`src/hdl/chd_pkg.sv`:
```
// ----------------------------------------------------------------------------
// chd_pkg: shared types and constants of the canonical Huffman bit decoder
// Request codes, fixed field widths, decode state and per-bit result types.
// ----------------------------------------------------------------------------
`default_nettype none

package chd_pkg;

   // Default sizing of the code table.
   localparam int MAX_CODE_LENGTH_DEF = 16;
   localparam int MAX_SYMBOLS_DEF     = 256;

   // Fixed widths set by the item fields and the decode arithmetic.
   localparam int NUM_LENGTHS = 16;
   localparam int LIDX_W      = 4;
   localparam int VALUE_W     = 8;
   localparam int PREFIX_W    = 16;
   localparam int PLEN_W      = 5;
   localparam int FIRST_W     = 17;
   localparam int BASE_W      = 12;
   localparam int IDX_W       = 17;

   // Request codes carried in req_type.
   typedef enum logic [1:0] {
      REQ_LOAD_COUNT = 2'd0,
      REQ_APPEND     = 2'd1,
      REQ_DECODE     = 2'd2,
      REQ_UNUSED     = 2'd3
   } req_code_type;

   // One accepted input beat.
   typedef struct packed {
      logic [1:0]         req_type;
      logic [LIDX_W-1:0]  length_index;
      logic [VALUE_W-1:0] load_value;
      logic               stream_bit;
   } item_type;

   // Canonical decode state: current prefix and its length, and the first code
   // and symbol base of the next longer length.
   typedef struct packed {
      logic [PREFIX_W-1:0] prefix;
      logic [PLEN_W-1:0]   plen;
      logic [FIRST_W-1:0]  first;
      logic [BASE_W-1:0]   base;
   } dec_state_type;

   // Outcome of one stream bit.
   typedef struct packed {
      logic              fire;
      logic              no_match;
      logic              in_range;
      logic [PLEN_W-1:0] code_bits;
   } step_result_type;

endpackage

`default_nettype wire

```
`src/hdl/chd_ifs.sv`:
```
// ----------------------------------------------------------------------------
// chd_ifs: request and response channels of the Huffman bit decoder
// Valid/ready channels; a beat moves when valid and ready are both high.
// ----------------------------------------------------------------------------
`default_nettype none

interface chd_req_if;
   logic       valid;
   logic       ready;
   logic [1:0] req_type;
   logic [3:0] length_index;
   logic [7:0] load_value;
   logic       stream_bit;

   modport source (output valid, output req_type, output length_index,
                   output load_value, output stream_bit, input ready);
   modport sink   (input valid, input req_type, input length_index,
                   input load_value, input stream_bit, output ready);
endinterface

interface chd_rsp_if;
   logic       valid;
   logic       ready;
   logic [7:0] symbol;
   logic [4:0] code_bits;
   logic       no_match;

   modport source (output valid, output symbol, output code_bits,
                   output no_match, input ready);
   modport sink   (input valid, input symbol, input code_bits,
                   input no_match, output ready);
endinterface

`default_nettype wire

```
`src/hdl/chd_ram.sv`:
```
// ----------------------------------------------------------------------------
// chd_ram: generic simple dual-port RAM
// One write port and one read port with registered read data.
// ----------------------------------------------------------------------------
`default_nettype none

module chd_ram #(
   parameter int WIDTH = 8,
   parameter int DEPTH = 256
) (
   input  wire logic                     clock,
   input  wire logic                     wr_en,
   input  wire logic [$clog2(DEPTH)-1:0] wr_addr,
   input  wire logic [WIDTH-1:0]         wr_data,
   input  wire logic                     rd_en,
   input  wire logic [$clog2(DEPTH)-1:0] rd_addr,
   output      logic [WIDTH-1:0]         rd_data
);

   logic [WIDTH-1:0] mem_ff [DEPTH];
   logic [WIDTH-1:0] rd_data_ff;

   // Write port and registered read port; read data holds when not enabled.
   always_ff @(posedge clock) begin
      if (wr_en) begin
         mem_ff[wr_addr] <= wr_data;
      end
      if (rd_en) begin
         rd_data_ff <= mem_ff[rd_addr];
      end
   end

   assign rd_data = rd_data_ff;

endmodule

`default_nettype wire

```
`src/hdl/chd_len_table.sv`:
```
// ----------------------------------------------------------------------------
// chd_len_table: code length counts and weighted suffix sums
// Holds the count of codewords per length and, for every length p, the sum
// of count[i] * 2^(MAX_CODE_LENGTH-1-i) over i >= p, kept up to date by an
// incremental update on each count load.
// ----------------------------------------------------------------------------
`default_nettype none

module chd_len_table
   import chd_pkg::*;
#(
   parameter int MAX_CODE_LENGTH = MAX_CODE_LENGTH_DEF
) (
   input  wire logic                         clock,
   input  wire logic                         reset,
   input  wire logic                         wr_en,
   input  wire logic [LIDX_W-1:0]            wr_value_index,
   input  wire logic [VALUE_W-1:0]           wr_value,
   input  wire logic [LIDX_W-1:0]            rd_index,
   output      logic [VALUE_W-1:0]           rd_count,
   input  wire logic [LIDX_W-1:0]            sum_index,
   output      logic [VALUE_W+MAX_CODE_LENGTH-1:0] sum_value
);

   localparam int SUM_W = VALUE_W + MAX_CODE_LENGTH;

   logic [VALUE_W-1:0] counts_ff [NUM_LENGTHS];
   logic [VALUE_W-1:0] counts_in [NUM_LENGTHS];
   logic [SUM_W-1:0]   sums_ff   [NUM_LENGTHS];
   logic [SUM_W-1:0]   sums_in   [NUM_LENGTHS];
   logic [VALUE_W:0]   delta;
   logic [PLEN_W-1:0]  weight_shift;
   logic [SUM_W-1:0]   weight_step;

   // The single read port serves the old count on a load and the current
   // length's count on a decode; the two never occur together.
   assign rd_count  = counts_ff[rd_index];
   assign sum_value = sums_ff[sum_index];

   // Change of the weighted sums caused by replacing one count.
   always_comb begin
      delta        = {1'b0, wr_value} - {1'b0, rd_count};
      weight_shift = PLEN_W'(MAX_CODE_LENGTH - 1) - {1'b0, wr_value_index};
      weight_step  = {{(SUM_W-VALUE_W-1){delta[VALUE_W]}}, delta} << weight_shift;
   end

   // Next counts and suffix sums.
   always_comb begin
      counts_in = counts_ff;
      sums_in   = sums_ff;
      if (wr_en) begin
         counts_in[wr_value_index] = wr_value;
         if ({1'b0, wr_value_index} < PLEN_W'(MAX_CODE_LENGTH)) begin
            for (int p = 0; p < NUM_LENGTHS; p++) begin
               if (LIDX_W'(p) <= wr_value_index) begin
                  sums_in[p] = sums_ff[p] + weight_step;
               end
            end
         end
      end
   end

   always_ff @(posedge clock) begin
      if (reset) begin
         for (int p = 0; p < NUM_LENGTHS; p++) begin
            counts_ff[p] <= '0;
            sums_ff[p]   <= '0;
         end
      end else begin
         counts_ff <= counts_in;
         sums_ff   <= sums_in;
      end
   end

endmodule

`default_nettype wire

```
`src/hdl/chd_bit_step.sv`:
```
// ----------------------------------------------------------------------------
// chd_bit_step: one canonical decode step
// Shifts a stream bit into the prefix, checks it against the codewords of
// its length, detects a prefix that no longer codeword begins with, and
// forms the next decode state.
// ----------------------------------------------------------------------------
`default_nettype none

module chd_bit_step
   import chd_pkg::*;
#(
   parameter int MAX_CODE_LENGTH = MAX_CODE_LENGTH_DEF,
   parameter int MAX_SYMBOLS     = MAX_SYMBOLS_DEF
) (
   input  wire dec_state_type                      cur_state,
   input  wire logic                               stream_bit,
   input  wire logic [VALUE_W-1:0]                 count,
   input  wire logic [VALUE_W+MAX_CODE_LENGTH-1:0] suffix_sum,
   output      dec_state_type                      next_state,
   output      step_result_type                    result,
   output      logic [$clog2(MAX_SYMBOLS)-1:0]     symbol_addr
);

   localparam int SHIFT_W = PREFIX_W + MAX_CODE_LENGTH;
   localparam int ADDR_W  = $clog2(MAX_SYMBOLS);

   logic [PREFIX_W-1:0] prefix_new;
   logic [PLEN_W-1:0]   plen_new;
   logic [FIRST_W:0]    end_code;
   logic [FIRST_W:0]    prefix_ext;
   logic                hit;
   logic [IDX_W-1:0]    offset;
   logic [IDX_W-1:0]    idx;
   logic [PREFIX_W-1:0] gap;
   logic [PLEN_W-1:0]   scale;
   logic [SHIFT_W-1:0]  gap_scaled;
   logic                dead;
   logic                fail;

   // Extend the prefix and test it against the codewords of this length.
   always_comb begin
      prefix_new = {cur_state.prefix[PREFIX_W-2:0], stream_bit};
      plen_new   = cur_state.plen + PLEN_W'(1);
      prefix_ext = (FIRST_W+1)'(prefix_new);
      end_code   = {1'b0, cur_state.first} + (FIRST_W+1)'(count);
      hit        = (prefix_ext >= {1'b0, cur_state.first}) && (prefix_ext < end_code);
      offset     = IDX_W'(prefix_new) - IDX_W'(cur_state.first);
      idx        = IDX_W'(cur_state.base) + offset;
   end

   // A prefix past the codewords of its length is dead once the number of
   // prefixes that longer codewords use, ceil(sum / 2^scale), is reached;
   // compare gap * 2^scale against the sum instead.
   always_comb begin
      gap        = prefix_new - end_code[PREFIX_W-1:0];
      scale      = PLEN_W'(MAX_CODE_LENGTH) - plen_new;
      gap_scaled = SHIFT_W'(gap) << scale;
      dead       = gap_scaled >= SHIFT_W'(suffix_sum);
      fail       = (plen_new >= PLEN_W'(MAX_CODE_LENGTH)) || (prefix_ext < end_code) || dead;
   end

   // Result of this bit and the state left for the next one.
   always_comb begin
      result.fire      = hit || fail;
      result.no_match  = !hit;
      result.in_range  = hit && (idx < IDX_W'(MAX_SYMBOLS));
      result.code_bits = plen_new;
      symbol_addr      = idx[ADDR_W-1:0];
      if (hit || fail) begin
         next_state = '0;
      end else begin
         next_state.prefix = prefix_new;
         next_state.plen   = plen_new;
         next_state.first  = {end_code[FIRST_W-2:0], 1'b0};
         next_state.base   = cur_state.base + BASE_W'(count);
      end
   end

endmodule

`default_nettype wire

```
`src/hdl/canonical_huffman_bit_decoder.sv`:
```
// ----------------------------------------------------------------------------
// canonical_huffman_bit_decoder: canonical Huffman decoder, one bit per beat
// Loads a JPEG-style table (counts per length, then symbols in code order)
// and decodes a stream one bit per request beat.
// ----------------------------------------------------------------------------
// The block takes one request beat in every clock cycle, whatever its kind,
// as long as the response side keeps up. A decode bit is evaluated while it
// sits in the input register, where the symbol RAM read is issued, and its
// response then passes through stage two and is offered from an output register.
// The figure of one beat per cycle is set by the single decode step from
// the input register to the decode state register and the symbol RAM read,
// which needs two table lookups, one add for the end of the code range, the
// range compares, and a subtract, shift and compare for the dead prefix
// test. There is no clearing pass after reset; symbol entries that were
// never appended read as unknown values.
// ----------------------------------------------------------------------------
`default_nettype none

module canonical_huffman_bit_decoder
   import chd_pkg::*;
#(
   parameter int MAX_CODE_LENGTH = MAX_CODE_LENGTH_DEF,
   parameter int MAX_SYMBOLS     = MAX_SYMBOLS_DEF
) (
   input  wire logic  clock,
   input  wire logic  reset,
   chd_req_if.sink    req_ch,
   chd_rsp_if.source  rsp_ch
);

   localparam int SUM_W  = VALUE_W + MAX_CODE_LENGTH;
   localparam int ADDR_W = $clog2(MAX_SYMBOLS);
   localparam int PTR_W  = ADDR_W + 1;

   // Pipeline registers.
   logic            s1_valid_ff, s1_valid_in;
   item_type        s1_item_ff, s1_item_in;
   logic            s2_valid_ff, s2_valid_in;
   step_result_type s2_res_ff, s2_res_in;
   logic            rsp_valid_ff, rsp_valid_in;
   logic [7:0]      rsp_symbol_ff, rsp_symbol_in;
   logic [4:0]      rsp_length_ff, rsp_length_in;
   logic            rsp_no_match_ff, rsp_no_match_in;

   // Decoder state.
   dec_state_type   dec_ff, dec_in;
   logic [PTR_W-1:0] ptr_ff, ptr_in;

   // Handshake and datapath signals.
   logic            out_free, s2_adv, s2_free, s1_adv, s1_free;
   logic            is_load, is_append, is_decode;
   logic            tbl_wr_en;
   logic [LIDX_W-1:0] tbl_rd_index;
   logic [VALUE_W-1:0] tbl_count;
   logic [SUM_W-1:0]  tbl_sum;
   dec_state_type   step_next;
   step_result_type step_res;
   logic [ADDR_W-1:0] step_addr;
   logic            ram_wr_en, ram_rd_en;
   logic [VALUE_W-1:0] ram_rd_data;

   // Stage flow: a stage moves when the one after it is empty or moving.
   always_comb begin
      out_free = !rsp_valid_ff || rsp_ch.ready;
      s2_adv   = s2_valid_ff && out_free;
      s2_free  = !s2_valid_ff || out_free;
      s1_adv   = s1_valid_ff && s2_free;
      s1_free  = !s1_valid_ff || s2_free;
   end

   // No beat is taken while reset is held.
   assign req_ch.ready = s1_free && !reset;

   // Request decoding of the beat held in the input register.
   always_comb begin
      is_load   = s1_adv && (s1_item_ff.req_type == REQ_LOAD_COUNT);
      is_append = s1_adv && (s1_item_ff.req_type == REQ_APPEND);
      is_decode = s1_adv && (s1_item_ff.req_type == REQ_DECODE);
   end

   // Input register.
   always_comb begin
      s1_valid_in = s1_valid_ff;
      s1_item_in  = s1_item_ff;
      if (s1_free) begin
         s1_valid_in             = req_ch.valid;
         s1_item_in.req_type     = req_ch.req_type;
         s1_item_in.length_index = req_ch.length_index;
         s1_item_in.load_value   = req_ch.load_value;
         s1_item_in.stream_bit   = req_ch.stream_bit;
      end
   end

   // Length table: the read port gives the old count on a load.
   assign tbl_wr_en    = is_load;
   assign tbl_rd_index = (s1_item_ff.req_type == REQ_LOAD_COUNT) ?
                         s1_item_ff.length_index : dec_ff.plen[LIDX_W-1:0];

   chd_len_table #(
      .MAX_CODE_LENGTH (MAX_CODE_LENGTH)
   ) u_len_table (
      .clock          (clock),
      .reset          (reset),
      .wr_en          (tbl_wr_en),
      .wr_value_index (s1_item_ff.length_index),
      .wr_value       (s1_item_ff.load_value),
      .rd_index       (tbl_rd_index),
      .rd_count       (tbl_count),
      .sum_index      (dec_ff.plen[LIDX_W-1:0] + LIDX_W'(1)),
      .sum_value      (tbl_sum)
   );

   chd_bit_step #(
      .MAX_CODE_LENGTH (MAX_CODE_LENGTH),
      .MAX_SYMBOLS     (MAX_SYMBOLS)
   ) u_bit_step (
      .cur_state   (dec_ff),
      .stream_bit  (s1_item_ff.stream_bit),
      .count       (tbl_count),
      .suffix_sum  (tbl_sum),
      .next_state  (step_next),
      .result      (step_res),
      .symbol_addr (step_addr)
   );

   // Symbol store: appended in order, read at the decoded index.
   assign ram_wr_en = is_append && (ptr_ff < PTR_W'(MAX_SYMBOLS));
   assign ram_rd_en = is_decode;

   chd_ram #(
      .WIDTH (VALUE_W),
      .DEPTH (MAX_SYMBOLS)
   ) u_symbol_ram (
      .clock   (clock),
      .wr_en   (ram_wr_en),
      .wr_addr (ptr_ff[ADDR_W-1:0]),
      .wr_data (s1_item_ff.load_value),
      .rd_en   (ram_rd_en),
      .rd_addr (step_addr),
      .rd_data (ram_rd_data)
   );

   // Decode state and append pointer.
   always_comb begin
      dec_in = dec_ff;
      ptr_in = ptr_ff;
      if (is_load && (s1_item_ff.length_index == '0)) begin
         dec_in = '0;
         ptr_in = '0;
      end
      if (ram_wr_en) begin
         ptr_in = ptr_ff + PTR_W'(1);
      end
      if (is_decode) begin
         dec_in = step_next;
      end
   end

   // Stage two waits for the symbol read data.
   always_comb begin
      s2_valid_in = s2_valid_ff;
      s2_res_in   = s2_res_ff;
      if (s1_adv) begin
         s2_valid_in = is_decode && step_res.fire;
         s2_res_in   = step_res;
      end else if (s2_adv) begin
         s2_valid_in = 1'b0;
      end
   end

   // Output register.
   always_comb begin
      rsp_valid_in    = rsp_valid_ff;
      rsp_symbol_in   = rsp_symbol_ff;
      rsp_length_in   = rsp_length_ff;
      rsp_no_match_in = rsp_no_match_ff;
      if (out_free) begin
         rsp_valid_in    = s2_valid_ff;
         rsp_symbol_in   = s2_res_ff.in_range ? ram_rd_data : '0;
         rsp_length_in   = s2_res_ff.code_bits;
         rsp_no_match_in = s2_res_ff.no_match;
      end
   end

   always_ff @(posedge clock) begin
      if (reset) begin
         s1_valid_ff  <= 1'b0;
         s2_valid_ff  <= 1'b0;
         rsp_valid_ff <= 1'b0;
         dec_ff       <= '0;
         ptr_ff       <= '0;
      end else begin
         s1_valid_ff  <= s1_valid_in;
         s2_valid_ff  <= s2_valid_in;
         rsp_valid_ff <= rsp_valid_in;
         dec_ff       <= dec_in;
         ptr_ff       <= ptr_in;
      end
   end

   always_ff @(posedge clock) begin
      s1_item_ff      <= s1_item_in;
      s2_res_ff       <= s2_res_in;
      rsp_symbol_ff   <= rsp_symbol_in;
      rsp_length_ff   <= rsp_length_in;
      rsp_no_match_ff <= rsp_no_match_in;
   end

   assign rsp_ch.valid     = rsp_valid_ff;
   assign rsp_ch.symbol    = rsp_symbol_ff;
   assign rsp_ch.code_bits = rsp_length_ff;
   assign rsp_ch.no_match  = rsp_no_match_ff;

endmodule

`default_nettype wire

```
`src/flat_wrapper.sv`:
```
// flat-port wrapper written by rule: the top's interface ports become plain ports
module canonical_huffman_bit_decoder_flat import chd_pkg::*;
#(
   parameter int MAX_CODE_LENGTH = MAX_CODE_LENGTH_DEF,
   parameter int MAX_SYMBOLS     = MAX_SYMBOLS_DEF
)
  (clock, reset, req_ch_valid, req_ch_req_type, req_ch_length_index, req_ch_load_value, req_ch_stream_bit, req_ch_ready, rsp_ch_valid, rsp_ch_symbol, rsp_ch_code_bits, rsp_ch_no_match, rsp_ch_ready);
  chd_req_if req_ch_i ();
  chd_rsp_if rsp_ch_i ();
  input  wire logic clock;
  input  wire logic reset;
  input wire logic [$bits(req_ch_i.valid)-1:0] req_ch_valid;
  input wire logic [$bits(req_ch_i.req_type)-1:0] req_ch_req_type;
  input wire logic [$bits(req_ch_i.length_index)-1:0] req_ch_length_index;
  input wire logic [$bits(req_ch_i.load_value)-1:0] req_ch_load_value;
  input wire logic [$bits(req_ch_i.stream_bit)-1:0] req_ch_stream_bit;
  output wire logic [$bits(req_ch_i.ready)-1:0] req_ch_ready;
  output wire logic [$bits(rsp_ch_i.valid)-1:0] rsp_ch_valid;
  output wire logic [$bits(rsp_ch_i.symbol)-1:0] rsp_ch_symbol;
  output wire logic [$bits(rsp_ch_i.code_bits)-1:0] rsp_ch_code_bits;
  output wire logic [$bits(rsp_ch_i.no_match)-1:0] rsp_ch_no_match;
  input wire logic [$bits(rsp_ch_i.ready)-1:0] rsp_ch_ready;
  assign req_ch_i.valid = req_ch_valid;
  assign req_ch_i.req_type = req_ch_req_type;
  assign req_ch_i.length_index = req_ch_length_index;
  assign req_ch_i.load_value = req_ch_load_value;
  assign req_ch_i.stream_bit = req_ch_stream_bit;
  assign req_ch_ready = req_ch_i.ready;
  assign rsp_ch_valid = rsp_ch_i.valid;
  assign rsp_ch_symbol = rsp_ch_i.symbol;
  assign rsp_ch_code_bits = rsp_ch_i.code_bits;
  assign rsp_ch_no_match = rsp_ch_i.no_match;
  assign rsp_ch_i.ready = rsp_ch_ready;
  canonical_huffman_bit_decoder #(.MAX_CODE_LENGTH(MAX_CODE_LENGTH), .MAX_SYMBOLS(MAX_SYMBOLS)) u_core (.clock(clock), .reset(reset), .req_ch(req_ch_i), .rsp_ch(rsp_ch_i));
endmodule
```
`config.mk`:
```
export PLATFORM = sky130hd
export DESIGN_NAME = canonical_huffman_bit_decoder_flat
export DESIGN_NICKNAME = d
export VERILOG_FILES = /design/src/hdl/chd_pkg.sv /design/src/hdl/chd_ifs.sv /design/src/hdl/chd_ram.sv /design/src/hdl/chd_len_table.sv /design/src/hdl/chd_bit_step.sv /design/src/hdl/canonical_huffman_bit_decoder.sv /design/src/flat_wrapper.sv
export SDC_FILE = /design/constraint.sdc
export NUM_CORES = 2
export LEC_CHECK = 0
export ABC_AREA = 1
export BUFFER_PORTS_ARGS = -buffer_cell sky130_fd_sc_hd__buf_4
export CAP_MARGIN = 30
export CORE_UTILIZATION = 34
export CTS_CLUSTER_DIAMETER = 60
export DETAILED_ROUTE_END_ITERATION = 10
export PLACE_DENSITY = 0.58
export REMOVE_ABC_BUFFERS = 1
export SYNTH_ARGS = -nofsm -noshare
export SYNTH_HDL_FRONTEND = slang
export SYNTH_SLANG_ARGS = --single-unit
```
`constraint.sdc`:
```
create_clock -name clock -period 9.1 [get_ports clock]
set_input_delay 0.91 -clock clock [delete_from_list [all_inputs] [get_ports clock]]
set_output_delay 0.91 -clock clock [all_outputs]
set_load 0.02 [all_outputs]
```
After elaboration in Yosys (flattened, before gate mapping). Memory sizes are Yosys's and may differ from the RTL's. A register that Yosys moved wholly into a read port is not among the register bits. Index checks and enable logic that the tools add are counted.

Word-level logic and storage cells: 174. RAM bits: 2048. Bits in read-only memories: 0. Memories: 1. Flip-flop bits (word level): 609. Latch bits: 0. Output and inout bits: 16.

Multiplexer cells: 19. Reduce and logical (&&, ||, !) cells: 44. Multiply operators: 0. Eq/ne operators: 2. Bitwise operators: 3. Div/mod/pow operators: 0. $lt $le $gt $ge: 26. Shift operators: 2. Add/subtract/negate cells: 27.

Memories: u_core.u_symbol_ram.mem_ff (depth 256, bits a word 8, rd ports 1, clocked after memory_dff 1, write ports 1, RTL line chd_ram.sv:20) `logic [WIDTH-1:0] mem_ff [DEPTH];`.

Operators with widths (number): 24-bit adder (16); 49-bit 2-to-1 mux (3); 128-bit bitwise mux (1); 24-bit binary-select mux with 4-bit select (1); 24-bit 2-to-1 mux (2); 8-bit binary-select mux with 4-bit select (1); 8-bit demux with 4-bit select (1); 32-bit by 24-bit >= comparator with 1-bit output (1); 4-bit <= comparator (first input constant) (8); 2-bit AND reduction (16); 16-bit by 5-bit left shift with 32-bit output (1); 8-bit 2-to-1 mux (3); 24-bit by 5-bit left shift with 24-bit output (1); 5-bit >= comparator (second input constant) (4); 17-bit by 8-bit adder with 18-bit output (1); 16-bit by 18-bit less-than comparator with 1-bit output (1); 9-bit 2-to-1 mux (2); 12-bit by 17-bit adder with 17-bit output (1); 16-bit by 17-bit >= comparator with 1-bit output (1); 17-bit by 9-bit less-than comparator with 1-bit output (second input constant) (1); 16-bit by 17-bit subtractor with 17-bit output (1); 3-bit by 4-bit <= comparator with 1-bit output (first input constant) (4); 16-bit subtractor (1); 4-bit NOT with 5-bit output (3); other kinds (21) (48).

Depth between registers and ports, before layout.
Depth in word-level cells: 14. Mapped depth: 52.

Modules after synthesis. A second synthesis with hierarchy kept.

Cells, all modules: 15364. Area, all modules: 136766.2 um^2.

Modules (own cells, without submodules): chd_ram (area each 83476.3 um^2, cells an instance 7003, seq. area each 61739.2 um^2, times used 1); chd_len_table (area each 43629.3 um^2, cells an instance 6960, seq. area each 10249.8 um^2, times used 1); chd_bit_step (area each 5674.2 um^2, cells an instance 1013, seq. area each 0.0 um^2, times used 1); canonical_huffman_bit_decoder (area each 3986.3 um^2, cells an instance 388, seq. area each 2322.2 um^2, times used 1).

Least setup slack after synthesis. No wires, ideal clock.

Kind: register to register. Start point: register u_core.s1_item_ff[1] (netlist bit). End point: register u_core.u_len_table.sums_ff[334] (netlist bit). Stages on the path, launching flop included: 25. Arrival time: 9.026 ns. Clock period less this slack: 9.135 ns. Data required time: 8.991 ns. Setup slack: -0.035 ns. Cell sequence: edfxtp_1 clkinv_1 clkbuf_1 ha_1 fa_1 inv_1 nand2_1 o21ai_0 nand2_1 nor2_1 inv_1 fa_1 nand3b_1 nand2_1 a21oi_1 o21ai_0 a21boi_0 o21bai_1 a21oi_1 o21ai_0 nand3_1 nand3_1 nand3_1 nand2_1 inv_1.

Word-level cells in the longest chain between the ends: 3.

Ends and longest elaborated chain: from (decl) (RTL line canonical_huffman_bit_decoder.sv:37) `item_type s1_item_ff, s1_item_in;`; from (signal assigned) (RTL line canonical_huffman_bit_decoder.sv:202) `s1_item_ff <= s1_item_in;`; 8-bit by 8-bit subtractor with 9-bit output (RTL line chd_len_table.sv:42) `delta = {1'b0, wr_value} - {1'b0, rd_count};`; 24-bit by 5-bit left shift with 24-bit output (RTL line chd_len_table.sv:44) `weight_step = {{(SUM_W-VALUE_W-1){delta[VALUE_W]}}, delta} << weight_shift;`; 24-bit adder (RTL line chd_len_table.sv:56) `sums_in[p] = sums_ff[p] + weight_step;`; to (signal assigned) (RTL line chd_len_table.sv:71) `sums_ff <= sums_in;`; to (decl) (RTL line chd_len_table.sv:29) `logic [SUM_W-1:0] sums_ff [NUM_LENGTHS];`.

Every way passes these cells. A chain may end at the register's enable or synchronous reset.

Worst setup path after layout.
Start point: register u_core.s1_item_ff[14] (netlist bit). End point: register u_core.dec_ff[28] (netlist bit).

Word-level cells in the longest chain between the ends: 14. Elaborated cells between the ends (all ways): 22.

Ends and longest elaborated chain: 2-bit logical NOT (RTL line canonical_huffman_bit_decoder.sv:76, canonical_huffman_bit_decoder.sv:96); 4-bit 2-to-1 mux (RTL line canonical_huffman_bit_decoder.sv:96) `assign tbl_rd_index = (s1_item_ff.req_type == REQ_LOAD_COUNT) ?`; 4-bit NOT with 5-bit output (implied by the code) (RTL line chd_len_table.sv:37) `assign rd_count = counts_ff[rd_index];`; 8-bit binary-select mux with 4-bit select (RTL line chd_len_table.sv:37); 8-bit 2-to-1 mux (implied by the code) (2 in series) (RTL line chd_len_table.sv:37); 17-bit by 8-bit adder with 18-bit output (RTL line chd_bit_step.sv:45) `end_code = {1'b0, cur_state.first} + (FIRST_W+1)'(count);`; 16-bit subtractor (RTL line chd_bit_step.sv:55) `gap = prefix_new - end_code[PREFIX_W-1:0];`; 16-bit by 5-bit left shift with 32-bit output (RTL line chd_bit_step.sv:57) `gap_scaled = SHIFT_W'(gap) << scale;`; 32-bit by 24-bit >= comparator with 1-bit output (RTL line chd_bit_step.sv:58) `dead = gap_scaled >= SHIFT_W'(suffix_sum);`; 1-bit logical OR (RTL line chd_bit_step.sv:59) `fail = (plen_new >= PLEN_W'(MAX_CODE_LENGTH)) || (prefix_ext < end_code) || dead;`; 1-bit logical OR (RTL line chd_bit_step.sv:69) `if (hit || fail) begin`; 49-bit 2-to-1 mux (RTL line chd_bit_step.sv:69); 49-bit 2-to-1 mux (RTL line canonical_huffman_bit_decoder.sv:154) `if (is_decode) begin`; to (signal assigned) (RTL line canonical_huffman_bit_decoder.sv:196) `dec_ff <= dec_in;`; to (decl) (RTL line canonical_huffman_bit_decoder.sv:46) `dec_state_type dec_ff, dec_in;`.

Several ways; a longest one is shown, not always the timed one. The select of a mux whose other input is x is not followed.

==> results <==
- The cell that appears most often on the critical path is sky130_fd_sc_hd__nand2_1.
- In the synthesized netlist, the number of instances is between 10000 and 15000.
- The fmax is between 100 and 150 MHz.
- In this run the worst setup path begins at u_core.s1_item_ff[14].
- The instance area after placement is 135300 um2.
- The number of synthesized flops with an enable pin is 2092.
- The synthesized netlist occupies a cell area of around 130000 um2.
- The longest clock path from root to sink contains 4 buffers.
- The share of flip-flops with an asynchronous set or reset is 0%.
- The boundary pin count is 35.
- The final route contains ~100000 vias.
- The type of element capturing the critical path is a register.
- The final setup violation count is 0.
- In this run the tool buffered the top-level ports with 34 buffer cells.
- In this run the tightest slew margin relative to its limit is between 20 and 25%.
- The largest incremental delay on the critical path is roughly 0.53 ns.
- The fraction of final layout cells sized beyond drive strength 1 is under 10%.
- The area of the core is about 380000 um2.
- The critical path launch point type is a register.
- The max-capacitance violation count is 0.
- Setup repair after global routing left no endpoint under its margin.
- The number of sinks driven by the clock tree is between 2000 and 3000.
- The sequential-to-total area share from yosys stat is between 50% and 60%.
- The routability congestion estimate from global placement is 0.9123.
- The number of distinct standard cells referenced by the synthesized netlist is 63.
- The critical path start-end classification is reg2reg.
- The number of placed instances, taps included, is about 18000.
- Across all setup checks in the final design, the least slack found is 0.8923 ns.
- The startpoint identified for the worst register-to-register timing path is u_core.s1_item_ff[14].
- The final critical path takes up 90.19% of the cycle.
- The number of vias per cell after detailed routing is between 5 and 6.
- The min-delay analysis places its worst path in the category in2reg.
- The max-slew violation count is 0.
- The overall power is between 20 and 30 mW.
- The worst slack after detailed placement is ~0.96 ns.
- The die area is 382700 um2.
- The maximum number of pins on one net before global-route repair is a little under 200.
- The number of rows in the core area is around 230.
- The via count of the first global-routing pass is a little over 90000.
- The time the final worst path needs with I/O delays and setup is between 8 and 9 ns.
- The commonest register cell after synthesis is sky130_fd_sc_hd__edfxtp_1.
- The horizontal extent of the die is about 620 um.
- After clock tree synthesis, the setup repair step added 0 buffers.
- The root buffer cell chosen for the clock tree is sky130_fd_sc_hd__clkbuf_16.
- The summed area of non-filler cells in the final layout is between 100000 and 150000 um2.
- The number of warning messages in the yosys log is 0.
- Wires add up to approximately 400000 um.
- The start point of the worst hold path is req_ch_load_value[5].
- Detailed placement ended at an HPWL of roughly 250000 um.
- The worst hold margin is 0.1826 ns.
- For this run the aggregate overflow at the end of global routing stands at 0.
- On the critical path, the stage with the largest delay is an instance of sky130_fd_sc_hd__buf_4.
- From synthesis to final layout, the design area changed by 12.27%.
- The endpoint required time on the critical path is 9.86 ns.
- The first detailed-routing pass took 6 iterations.
- The overall fraction of global-route tracks in use is slightly above 20%.
- Of all nets on the critical path, the largest fanout is between 60 and 70.
- The total clock buffers created by CTS is approximately 300.
- TritonCTS built the clock tree.
- Measured along the y axis, the die boundary spans 618.6 um.
- The insertion delay to the later sink of the worst-skew pair is 0.92 ns.
- The post-detailed-route count of antenna-violating nets is 0.
- The first global-routing pass estimated 601800 um of wire.
- The H-tree depth is 5.
- The final net count is 13610.
- In the routed design, unresolved DRC markers number 0.
- The number of antenna violations at the first check in global routing is 10.
- Across the VDD grid, the largest voltage drop is between 0.00015 and 0.0002 V.
- The run finished with clean final reports.
- In this run, synthesis produced a sequential element count of ~2700.
- In this run the static leakage power is ~53 nW.
- The data arrival time at the worst-slack endpoint is around 9.0 ns.
- In this run the mean area of a mapped cell was 9.714 um2.
- For this run, the number of standard cells in the final layout without fillers is approximately 18000.
- The post-route clock skew is 0.08754 ns.
- Dividing the detail-routed wire length by the instance count gives 22.18 um.
- Power spread over the standard cell area amounts to around 190 nW/um2.
- Clock-pin slew was measured on the worst setup and hold paths at 0.06 ns.
- The violation count after the first detailed-route iteration is 10033.
- The initial utilization of the core area, before any placement, comes to between 30% and 40%.
- At the pin with the least slew margin, the transition time is ~1.1 ns.
- The final hold violation count was 0.
worst max-delay path, delay by kind of cell (launching register included):
kind	cells	cell delay (ns)
AO/OA/AOI/OAI	13	2.43
XOR/XNOR	1	0.22
adder cells (fa/ha/maj)	4	1.11
buffers and inverters	4	1.04
flip-flops	1	0.44
AND/OR/NAND/NOR	22	2.76
flip-flops by register name (all words and copies together) (netlist names), 5 cells and up:
signal                        cells
u_core.rsp_ch.code_bits           5
u_core.ptr_ff                     9
u_core.s1_item_ff                15
u_core.u_len_table.sums_ff      384
u_core.u_symbol_ram.rd_data       8
u_core.rsp_ch.symbol              8
u_core.dec_ff                    48
u_core.u_len_table.counts_ff    128
u_core.u_symbol_ram.mem_ff     2048
u_core.s2_res_ff                  7
final timing paths:
path	endpoint	slack [ns]	cells past startpoint
setup / recovery	u_core.dec_ff[28]	0.89	44
hold / removal	u_core.s1_item_ff[6]	0.18	1
setup reg to reg	u_core.dec_ff[28]	0.89	44
hold reg to reg	u_core.rsp_ch.code_bits[1]	0.41	0
where the power goes:
part	internal [mW]	total, mW	leakage [nW]	switching (mW)
clock network	7.04	12.2	4.75	5.15
logic	0.673	2.26	24.5	1.58
registers	13.2	13.2	23.5	0.0485
total	20.9	27.6	52.8	6.78
synthesized netlist by cell type (70+ instances only):
cell type,instances,area [um2]
sky130_fd_sc_hd__edfxtp_1,2092,62820
sky130_fd_sc_hd__nor2_1,1891,7098
sky130_fd_sc_hd__o21ai_0,1867,9344
sky130_fd_sc_hd__nand2_1,1419,5326
sky130_fd_sc_hd__a21oi_1,1033,5170
sky130_fd_sc_hd__inv_1,922,3461
sky130_fd_sc_hd__clkbuf_1,667,2504
sky130_fd_sc_hd__nand3_1,610,3053
sky130_fd_sc_hd__dfxtp_1,572,11450
sky130_fd_sc_hd__o22ai_1,476,2978
sky130_fd_sc_hd__ha_1,469,5868
sky130_fd_sc_hd__xor2_1,172,1506
sky130_fd_sc_hd__o211ai_1,146,1096
sky130_fd_sc_hd__xnor2_1,119,1042
sky130_fd_sc_hd__o221ai_1,70,613.1
through the flow:
stage	TNS (ns)	utilization [%]
global placement	0	35.63
CTS	0	38.32
finish	0	38.33
floorplan	-1407.05	-
global route	0	38.33
detailed placement	0	35.74
timing repair:
| item | 4_1_cts | 5_1_grt |
|---|---|---|
| hold buffers | 0 | 0 |
| resized for setup | 0 | 2 |
| endpoints found under the setup margin | 0 | 3 |
logic make-up (layout without fill, tap and decap cells):
group	Yosys count	in the layout	share of synthesized area (%)
AO/OA/AOI/OAI	4008	4008	17.46
XOR/XNOR	292	292	1.993
adder cells (fa/ha/maj)	501	501	5.035
buffers and inverters	1722	1740	5.086
flip-flops	2664	2664	57.45
multiplexers	1	1	0.007743
other	0	5	0
AND/OR/NAND/NOR	4121	4121	12.96
metal layers:
| layer | up-vias | global-route usage, % | routed length, um |
|---|---|---|---|
| met5 | - | 0 | 13 |
| met4 | 2 | 7.985 | 16790 |
| met3 | 771 | 2.599 | 27610 |
| met2 | 3452 | 33.40 | 187600 |
| met1 | 48182 | 27.71 | 174900 |
| li1 | 47093 | - | - |
cell usage in the layout, fill, tap and decap left out, drive strengths merged, types with 469 or more instances in the layout:
cell,synthesis,layout
o22ai,476,476
nand3,624,624
nor2,1903,1903
a21oi,1045,1045
dfxtp,572,572
ha,469,469
inv,941,959
o21ai,1876,1876
nand2,1422,1422
edfxtp,2092,2092
final cells by class:
type / count / area [um2]
Tap cell: 5016 / 6276
Antenna cell: 5 / 12.51
Clock inverter: 154 / 1520
Inverter: 949 / 3603
Multi-Input combinational cell: 8923 / 48810
Clock buffer: 394 / 8260
Timing Repair Buffer: 243 / 2389
Sequential cell: 2664 / 74280
Fill cell: 37368 / 233500
(Power assumes the default switching activity.)
